--- src/rtl/bud_pkg.sv ---
`default_nettype none

package bud_pkg;

    // frame phase codes
    localparam logic [1:0] PH_WAIT  = 2'd0;
    localparam logic [1:0] PH_FRAME = 2'd1;
    localparam logic [1:0] PH_ESC   = 2'd2;

    // result status codes
    localparam logic [1:0] ST_OK       = 2'd0;
    localparam logic [1:0] ST_BUF_END  = 2'd1;
    localparam logic [1:0] ST_OVERFLOW = 2'd2;
    localparam logic [1:0] ST_SHORT    = 2'd3;

    // register indexes (byte address bits [4:2])
    localparam logic [2:0] REG_START  = 3'd0;
    localparam logic [2:0] REG_STOP   = 3'd1;
    localparam logic [2:0] REG_ESCAPE = 3'd2;
    localparam logic [2:0] REG_OFFSET = 3'd3;
    localparam logic [2:0] REG_HEADER = 3'd4;

    // register reset values
    localparam logic [7:0] RST_START  = 8'd2;
    localparam logic [7:0] RST_STOP   = 8'd3;
    localparam logic [7:0] RST_ESCAPE = 8'd16;
    localparam logic [7:0] RST_OFFSET = 8'd32;
    localparam logic [7:0] RST_HEADER = 8'd8;

    typedef struct packed {
        logic [7:0] start_byte;
        logic [7:0] stop_byte;
        logic [7:0] escape_byte;
        logic [7:0] escape_offset;
        logic [7:0] header_bytes;
    } cfg_t;

    typedef struct packed {
        logic       emit;
        logic [7:0] data_byte;
        logic       data_valid;
        logic [7:0] byte_index;
        logic       frame_done;
        logic [8:0] frame_bytes;
        logic [8:0] payload_len;
        logic [1:0] status;
    } res_t;

endpackage

`default_nettype wire

--- src/rtl/bud_decode.sv ---
`default_nettype none

module bud_decode #(
    parameter int MAX_FRAME = 256,
    parameter int CNT_W     = 9
) (
    input  wire bud_pkg::cfg_t   cfg,
    input  wire [1:0]            phase,
    input  wire [CNT_W-1:0]      count,
    input  wire [7:0]            rx_byte,
    input  wire                  buffer_end,
    output logic [1:0]           phase_next,
    output logic [CNT_W-1:0]     count_next,
    output bud_pkg::res_t        res
);
    import bud_pkg::*;

    localparam int CW = (CNT_W > 9) ? CNT_W : 9;
    localparam logic [CNT_W-1:0] COUNT_MAX = CNT_W'(MAX_FRAME);

    logic [CW-1:0] count_ext;
    logic [CW-1:0] header_ext;
    logic [CW-1:0] diff;
    logic          store;
    logic [7:0]    store_byte;

    assign count_ext  = CW'(count);
    assign header_ext = CW'(cfg.header_bytes);
    assign diff       = count_ext - header_ext;

    always_comb begin
        phase_next = phase;
        count_next = count;
        store      = 1'b0;
        store_byte = rx_byte;
        res        = '0;

        // phase decode, stop tested before escape
        case (phase)
            PH_FRAME: begin
                if (rx_byte == cfg.stop_byte) begin
                    res.emit        = 1'b1;
                    res.frame_done  = 1'b1;
                    res.frame_bytes = count_ext[8:0];
                    if (count_ext < header_ext) begin
                        res.status = ST_SHORT;
                    end else begin
                        res.payload_len = diff[8:0];
                    end
                    phase_next = PH_WAIT;
                    count_next = '0;
                end else if (rx_byte == cfg.escape_byte) begin
                    phase_next = PH_ESC;
                end else begin
                    store = 1'b1;
                end
            end
            PH_ESC: begin
                store      = 1'b1;
                store_byte = rx_byte - cfg.escape_offset;
                phase_next = PH_FRAME;
            end
            default: begin
                phase_next = PH_WAIT;
                if (rx_byte == cfg.start_byte) begin
                    phase_next = PH_FRAME;
                    count_next = '0;
                end
            end
        endcase

        // store into the frame, count saturates when full
        if (store) begin
            res.emit = 1'b1;
            if (count == COUNT_MAX) begin
                res.status = ST_OVERFLOW;
            end else begin
                res.data_valid = 1'b1;
                res.data_byte  = store_byte;
                res.byte_index = count_ext[7:0];
                count_next     = count + 1'b1;
            end
        end

        // buffer ran out with the frame still open
        if (buffer_end && (phase_next != PH_WAIT)) begin
            res.emit   = 1'b1;
            res.status = ST_BUF_END;
            phase_next = PH_WAIT;
            count_next = '0;
        end
    end

endmodule

`default_nettype wire

--- src/rtl/byte_unstuffing_deframer.sv ---
`default_nettype none

// Byte-unstuffing deframer. Takes one received byte per transaction on the s_ side and
// gives at most one result per byte on the m_ side: an unstuffed frame byte with its
// index, a frame-closed report with byte count and payload length, or an error status.
// A new byte can be accepted every cycle while s_tready is high, that is while the result
// register is empty or being taken in the same cycle; the decode is a single pass of logic
// between the phase/count registers and the result register. The user must set control
// bytes and header size through the APB port only while the block is idle; it is not enforced.

module byte_unstuffing_deframer #(
    parameter int MAX_FRAME = 256
) (
    input  wire         aclk,
    input  wire         aresetn,
    // input channel
    input  wire         s_tvalid,
    output logic        s_tready,
    input  wire [7:0]   s_tdata,   // [7:0] rx_byte
    input  wire         s_tlast,   // buffer_end
    // result channel
    output logic        m_tvalid,
    input  wire         m_tready,
    output logic [39:0] m_tdata,   // [7:0] data_byte, [15:8] byte_index,
                                   // [24:16] frame_bytes, [33:25] payload_len, zero pad
    output logic        m_tlast,   // frame_done
    output logic [2:0]  m_tuser,   // [0] data_valid, [2:1] status
    // configuration
    input  wire         psel,
    input  wire         penable,
    input  wire         pwrite,
    input  wire [4:0]   paddr,
    input  wire [31:0]  pwdata,
    output logic [31:0] prdata,
    output logic        pready
);
    import bud_pkg::*;

    localparam int CNT_W = $clog2(MAX_FRAME + 1);

    cfg_t             cfg_reg;
    logic [1:0]       phase_reg;
    logic [1:0]       phase_next;
    logic [CNT_W-1:0] count_reg;
    logic [CNT_W-1:0] count_next;
    res_t             res;
    res_t             out_reg;
    logic             out_valid_reg;
    logic             s_accept;
    logic             cfg_write;

    assign pready    = 1'b1;
    assign cfg_write = psel && penable && pwrite && pready;

    // configuration registers
    always_ff @(posedge aclk) begin
        if (!aresetn) begin
            cfg_reg.start_byte    <= RST_START;
            cfg_reg.stop_byte     <= RST_STOP;
            cfg_reg.escape_byte   <= RST_ESCAPE;
            cfg_reg.escape_offset <= RST_OFFSET;
            cfg_reg.header_bytes  <= RST_HEADER;
        end else if (cfg_write) begin
            case (paddr[4:2])
                REG_START:  cfg_reg.start_byte    <= pwdata[7:0];
                REG_STOP:   cfg_reg.stop_byte     <= pwdata[7:0];
                REG_ESCAPE: cfg_reg.escape_byte   <= pwdata[7:0];
                REG_OFFSET: cfg_reg.escape_offset <= pwdata[7:0];
                REG_HEADER: cfg_reg.header_bytes  <= pwdata[7:0];
                default: ;
            endcase
        end
    end

    // register read back
    always_comb begin
        case (paddr[4:2])
            REG_START:  prdata = {24'd0, cfg_reg.start_byte};
            REG_STOP:   prdata = {24'd0, cfg_reg.stop_byte};
            REG_ESCAPE: prdata = {24'd0, cfg_reg.escape_byte};
            REG_OFFSET: prdata = {24'd0, cfg_reg.escape_offset};
            REG_HEADER: prdata = {24'd0, cfg_reg.header_bytes};
            default:    prdata = 32'd0;
        endcase
    end

    // byte decode
    bud_decode #(
        .MAX_FRAME (MAX_FRAME),
        .CNT_W     (CNT_W)
    ) u_decode (
        .cfg        (cfg_reg),
        .phase      (phase_reg),
        .count      (count_reg),
        .rx_byte    (s_tdata),
        .buffer_end (s_tlast),
        .phase_next (phase_next),
        .count_next (count_next),
        .res        (res)
    );

    assign s_tready = !out_valid_reg || m_tready;
    assign s_accept = s_tvalid && s_tready;

    // frame state
    always_ff @(posedge aclk) begin
        if (!aresetn) begin
            phase_reg <= PH_WAIT;
            count_reg <= '0;
        end else if (s_accept) begin
            phase_reg <= phase_next;
            count_reg <= count_next;
        end
    end

    // result register
    always_ff @(posedge aclk) begin
        if (!aresetn) begin
            out_valid_reg <= 1'b0;
        end else if (s_accept && res.emit) begin
            out_valid_reg <= 1'b1;
        end else if (m_tready) begin
            out_valid_reg <= 1'b0;
        end
    end

    always_ff @(posedge aclk) begin
        if (s_accept && res.emit) begin
            out_reg <= res;
        end
    end

    assign m_tvalid = out_valid_reg;
    assign m_tdata  = {6'd0, out_reg.payload_len, out_reg.frame_bytes,
                       out_reg.byte_index, out_reg.data_byte};
    assign m_tlast  = out_reg.frame_done;
    assign m_tuser  = {out_reg.status, out_reg.data_valid};

endmodule

`default_nettype wire

--- config.mk ---
export PLATFORM = sky130hd
export DESIGN_NAME = byte_unstuffing_deframer
export DESIGN_NICKNAME = d
export VERILOG_FILES = /design/src/rtl/bud_pkg.sv /design/src/rtl/bud_decode.sv /design/src/rtl/byte_unstuffing_deframer.sv
export SDC_FILE = /design/constraint.sdc
export NUM_CORES = 1
export LEC_CHECK = 0
export ABC_AREA = 1
export BUFFER_PORTS_ARGS = -buffer_cell sky130_fd_sc_hd__buf_2
export CAP_MARGIN = 10
export CORE_MARGIN = 5
export CORE_UTILIZATION = 58
export DETAILED_ROUTE_END_ITERATION = 16
export PLACE_DENSITY = 0.95
export SLEW_MARGIN = 15
export SYNTH_ARGS = -nofsm -noshare
export SYNTH_HDL_FRONTEND = slang
export SYNTH_SLANG_ARGS = --single-unit
export TNS_END_PERCENT = 1
--- constraint.sdc ---
create_clock -name aclk -period 3.59 [get_ports aclk]
set_input_delay 0.359 -clock aclk [delete_from_list [all_inputs] [get_ports aclk]]
set_output_delay 0.359 -clock aclk [all_outputs]
set_load 0.02 [all_outputs]
== After elaboration in Yosys (flattened, before gate mapping) ==
Cells that the tools add are included.

* Register bits: 90
* Input port bits: 53
* Output and inout bits: 79
* Logic and storage cells: 79

* $add $sub $neg: 3
* $lt $le $gt $ge: 1
* Equality and inequality tests: 10
* Muxes and demuxes: 29
* Bitwise gates (word level): 3
* Reduce and logical (&&, ||, !) cells: 18

{| class="wikitable"
|+ Operators by type and width
! cell !! number
|-
| 9-bit 2-to-1 mux || 6
|-
| 8-bit case mux with 5 select lines || 1
|-
| 8-bit equality test || 3
|-
| 21-bit 2-to-1 mux || 1
|-
| 18-bit 2-to-1 mux || 1
|-
| 9-bit case mux with 2 select lines || 1
|-
| 17-bit 2-to-1 mux || 1
|-
| 2-bit 2-to-1 mux || 7
|-
| 2-bit AND reduction || 6
|-
| 9-bit by 1-bit adder with 9-bit output (second input constant) || 1
|-
| 9-bit equality test (second input constant) || 1
|-
| 9-bit by 8-bit less-than comparator with 1-bit output || 1
|-
| 9-bit by 8-bit subtractor with 9-bit output || 1
|-
| 1-bit 2-to-1 mux || 8
|-
| 8-bit 2-to-1 mux || 1
|-
| 8-bit subtractor || 1
|-
| 3-bit by 2-bit equality test with 1-bit output (second input constant) || 2
|-
| 1-bit logical AND || 5
|-
| 2-bit case mux with 2 select lines || 1
|-
| 2-bit nonzero test || 2
|-
| 3-bit by 1-bit equality test with 1-bit output (second input constant) || 1
|-
| 3-bit equality test (second input constant) || 1
|-
| 3-bit zero test || 1
|-
| 1-bit NOT || 3
|-
| other kinds (7) || 7
|}

== Depth between registers and ports, before layout ==
* Depth in word-level cells: 9
* Depth in mapped cells: 15
* Mapped depth without buffers: 15

== Cells and area by module ==
A second synthesis with hierarchy kept.

* Cell total of the unflattened synthesis: 785
* Area total of the unflattened synthesis: 5,740.5 sq um

{| class="wikitable"
|+ Modules (own cells, without submodules)
! module !! instances !! cells each !! area each (sq um) !! seq. area each (sq um)
|-
| byte_unstuffing_deframer || 1 || 444 || 3,901.2 || 2,182.1
|-
| bud_decode || 1 || 341 || 1,839.3 || 0.0
|}

== Least setup slack after synthesis ==
OpenSTA, ideal clock, no wires.

* Path type: register -> register
* Start: register phase_reg[0]
* End: register out_reg, in the netlist m_tdata[0], enable pin
* Setup time: 393 ps
* Data arrival time: 1,984 ps
* Required time: 3,197 ps
* Setup slack: 1,213 ps
* Cell stages (with the launch flop): 10
* Buffers on the path: 0
* Period minus slack after synthesis: 2,377 ps
* Path through: dfxtp_1 inv_1 ha_1 clkinv_1 nand2_1 nand2_1 nand2_1 nand2_1 nand2_1 inv_1

* Cells in the longest elaborated chain, start to end: 7
* Elaborated cells between the ends (all ways): 12
* Those cells by class: eq/ne: 2; mux: 7; reduce/logical: 3

{| class="wikitable"
|+ Ends and longest elaborated chain
! item !! RTL line !! source
|-
| start: declaration || byte_unstuffing_deframer.sv:42 || <nowiki>logic [1:0] phase_reg;</nowiki>
|-
| start signal: assignment || byte_unstuffing_deframer.sv:111 || <nowiki>phase_reg <= phase_next;</nowiki>
|-
| 2-bit 2-to-1 mux || bud_decode.sv:52 || <nowiki>end else if (rx_byte == cfg.escape_byte) begin</nowiki>
|-
| 2-bit 2-to-1 mux || bud_decode.sv:41 || <nowiki>if (rx_byte == cfg.stop_byte) begin</nowiki>
|-
| 2-bit case mux with 2 select lines || bud_decode.sv:39 || <nowiki>case (phase)</nowiki>
|-
| 2-bit nonzero test || bud_decode.sv:86 || <nowiki>if (buffer_end && (phase_next != PH_WAIT)) begin</nowiki>
|-
| 1-bit logical AND || bud_decode.sv:86 ||
|-
| 1-bit 2-to-1 mux * || bud_decode.sv:86 ||
|-
| 1-bit logical AND * || byte_unstuffing_deframer.sv:128 || <nowiki>if (s_accept && res.emit) begin</nowiki>
|-
| end signal: assignment || byte_unstuffing_deframer.sv:129 || <nowiki>out_reg <= res;</nowiki>
|-
| end: declaration || byte_unstuffing_deframer.sv:47 || <nowiki>res_t out_reg;</nowiki>
|}

Mark *: on every way between the ends. The rest lies on a longest branch, timed or not.
A chain may end at the register's enable or synchronous reset.

== Worst setup path after layout ==
* Start: register phase_reg[0]
* End: register out_reg, in the netlist m_tdata[29], enable pin

The elaborated chain is that of the path after synthesis.

==> reports/summary.txt <==
clk root buf -> clkbuf_8
HPWL after DPL -> 9520 um
global-route wire length before repair -> 20700 um
critical path's slowest cell -> ha_1
Setup TNS Final -> 0 ns
Worst Hold Path EP -> cfg_reg[20]
Synth Cell Area -> 5290 sq um
largest net degree at the start of global routing -> 41
Post-synth EDFFs -> 38
switching share of power -> 0.254
Netlist cell types -> 44
layout cells sized above 1 -> 0.155
antenna diode count -> 0
hold buffers post-CTS -> 0
grt ovf -> 0
crit path DAT -> 2.59 ns
Final Total Pwr -> 2030 uW
syn avg cell area -> 7.85 sq um
Syn-to-layout area delta -> 10.1%
post-synth top area share -> 0.216
Clock power frac -> 0.384
Main synth FF type -> dfxtp_1
share of flip-flops with an asynchronous set or reset -> 0
count leader, synth -> nand2_1
CTS-repair resized insts -> 0
Hold Startpoint -> pwdata[4]
Initial DRC Count -> 266
RePlAce Congestion -> 0.936
final antenna-violating net count -> 0
final wirelength -> 12700 um
postcts setup bufs -> 0
relative slew slack -> 0.610
Worst Tran Pin Value -> 0.584 ns
CP Capture Type -> register
post-synth top area cell -> edfxtp_1
hold path depth -> 3
Worst Path Required -> 3.59 ns
fin util -> 0.661
net switching power -> 515 uW
Final Slew Violations -> 0
Core ar. -> 8810 sq um
Synth warnings -> 0
Max Cap Viol -> 0
CTS tree -> done
# nets final -> 816
total CTS buffers -> 9
Ports -> 132
Die Height -> 106 um
initial antenna violation count -> 0
total track usage -> 0.227
worst vdd ir -> 0.250 mV
Die Area -> 11100 sq um
status -> complete, no violations
vias in the first global route -> 4360
FF-to-FF path depth -> 11
H-tree levels -> 3
drt drc -> 0
CP max FO -> 38
Max Buffers Root-to-Sink -> 2
worst reg2reg setup slack -> 1.01 ns
post-layout min period -> 2.58 ns
r2r startpoint -> phase_reg[0]
FMAX -> 0.387 GHz
CP most frequent cell -> nand2_1
Synth top cells by count -> 126 x nand2_1, 83 x nor2_1, 73 x inv_1
detailed-route via count -> 4692
Reg clk slew, reported paths -> 0.09 ns
Worst setup SP type -> register
Pwr Density -> 348 nW/um^2
slowest stage delay, CP -> 0.48 ns
Die Wd -> 106 um
skew final -> 0.0218 ns
PortBufs -> 74
latest clock arrival within the worst-skew pair -> 0.37 ns
HP Class -> in -> reg
Sink Count -> 90
critical path class -> reg -> reg
RSZ-0062 raised after global routing -> false
Internal -> 1510 uW
Seq/Total Area, Yosys -> 0.412
Place WS -> 0.903 ns
combinational share of power -> 0.089
critical path, cell by cell -> inv_1 > ha_1 > nor2_1 > nand2_1 > nand2_1 > nand2_1 > nand2_1 > nand2_1 > nand2_1 > inv_1 > buf_4
part of the cycle the worst path needs -> 0.719
row count -> 34
final-report setup violation count -> 0
DR WL/cell -> 14.8 um
fill cell count -> 740
Reg power frac -> 0.526
Area contributors post-synth -> edfxtp_1 22%, dfxtp_1 20%, nand2_1 8.9%, nor2_1 5.9%, a21oi_1 5.3%
via/cell ratio -> 5.49
Initial Utilization -> 0.601
worst setup margin -> 1.01 ns
drt first pass iters -> 5
Post-Synthesis Cells -> 674
Largest register FFs -> 40
FF+latch count, synth -> 90
Leakage Power -> 0.00265 uW
Final Hold Viols -> 0
worst flop-to-flop path endpoint -> m_tdata[29]
final cells by class:
type                       count  area [sq um]  share of cell area
tap                          108           135              0.0232
clock buffer                   9           124              0.0213
timing repair buffer          75           378              0.0649
clock inverter                 7          97.6              0.0168
multi-input combinational    486          2600               0.447
sequential                    90          2180               0.375
inverter                      80           303              0.0520
power by group through the flow:
stage | logic, uW | registers, uW | clock network [uW]
after floorplan | 148 | 1090 | 0
after global placement | 172 | 1090 | 0
after detailed placement | 176 | 1090 | 0
after CTS | 178 | 1070 | 782
after global routing | 199 | 1070 | 821
final | 181 | 1070 | 779
per-layer routing:
metal  global-route usage  wire, um  share of wire  vias to the layer above
li1                     -         -              -                     2306
met1                0.296      5130           0.41                     2110
met2                0.378      6020           0.48                      241
met3               0.0397      1180          0.093                       35
met4               0.0897       329          0.026                        0
met5                    0         0              0                        -
how the worst max path moves through the flow:
stage | start | end | depth (start not counted)
2_1_floorplan | phase_reg[0] | m_tdata[0] | 9
3_5_place_dp | s_tdata[1] | m_tdata[4] | 13
3_3_place_gp | s_tdata[1] | m_tdata[0] | 13
5_1_grt | phase_reg[0] | m_tdata[29] | 11
6_report | phase_reg[0] | m_tdata[29] | 11
4_1_cts | phase_reg[0] | m_tdata[31] | 11
layout by cell type, fill, tap and decap left out, types with 2 or more instances in the layout:
master and n:
bufinv_16 2, nor3_1 3, nor3_2 5, o22ai_1 3, dfxtp_1 52, nor2_2 3
inv_2 4, a21oi_1 56, clkinv_1 3, nand3b_1 3, nand3_1 33, nor2_1 83
nand2_2 2, edfxtp_1 38, xor2_1 12, o211ai_1 4, fa_1 2, nor3b_2 2
inv_1 73, conb_1 31, o21ai_0 48, xnor2_1 15, inv_6 3, a211oi_1 3
a211oi_2 3, nand2_1 126, o221ai_1 4, buf_2 74, and3_1 2, nand2_4 2
clkbuf_8 9, a221oi_1 3, ha_1 19, nor4_1 2, nand4_1 9
kinds of logic (layout without fill, tap and decap cells):
group | Yosys count | after routing | share of synthesized area
adder cells (fa/ha/maj) | 21 | 21 | 0.0525
XOR/XNOR | 27 | 27 | 0.0447
AND/OR/NAND/NOR | 280 | 280 | 0.238
flip-flops | 90 | 90 | 0.412
other | 2 | 31 | 0.00142
buffers and inverters | 127 | 171 | 0.116
AO/OA/AOI/OAI | 127 | 127 | 0.135
worst max-delay path, delay by kind of cell, from the launching register on:
kind                       cells  cell delay, ns
DFF                            1            0.35
and+or+nand+nor                7            0.88
buffers and inverters          3            0.51
adders and majority gates      1            0.48
stage by stage:
step                      cells  instance area (sq um)  hold WS (ns)
after CTS                   855                   5820         0.264
after detailed placement    839                   5600         0.480
final                       855                   5820         0.277
after global routing        855                   5820         0.285
after floorplan             703                   5400         0.448
after global placement      839                   5600         0.473
No activity file was read; power rests on OpenSTA's default activity.
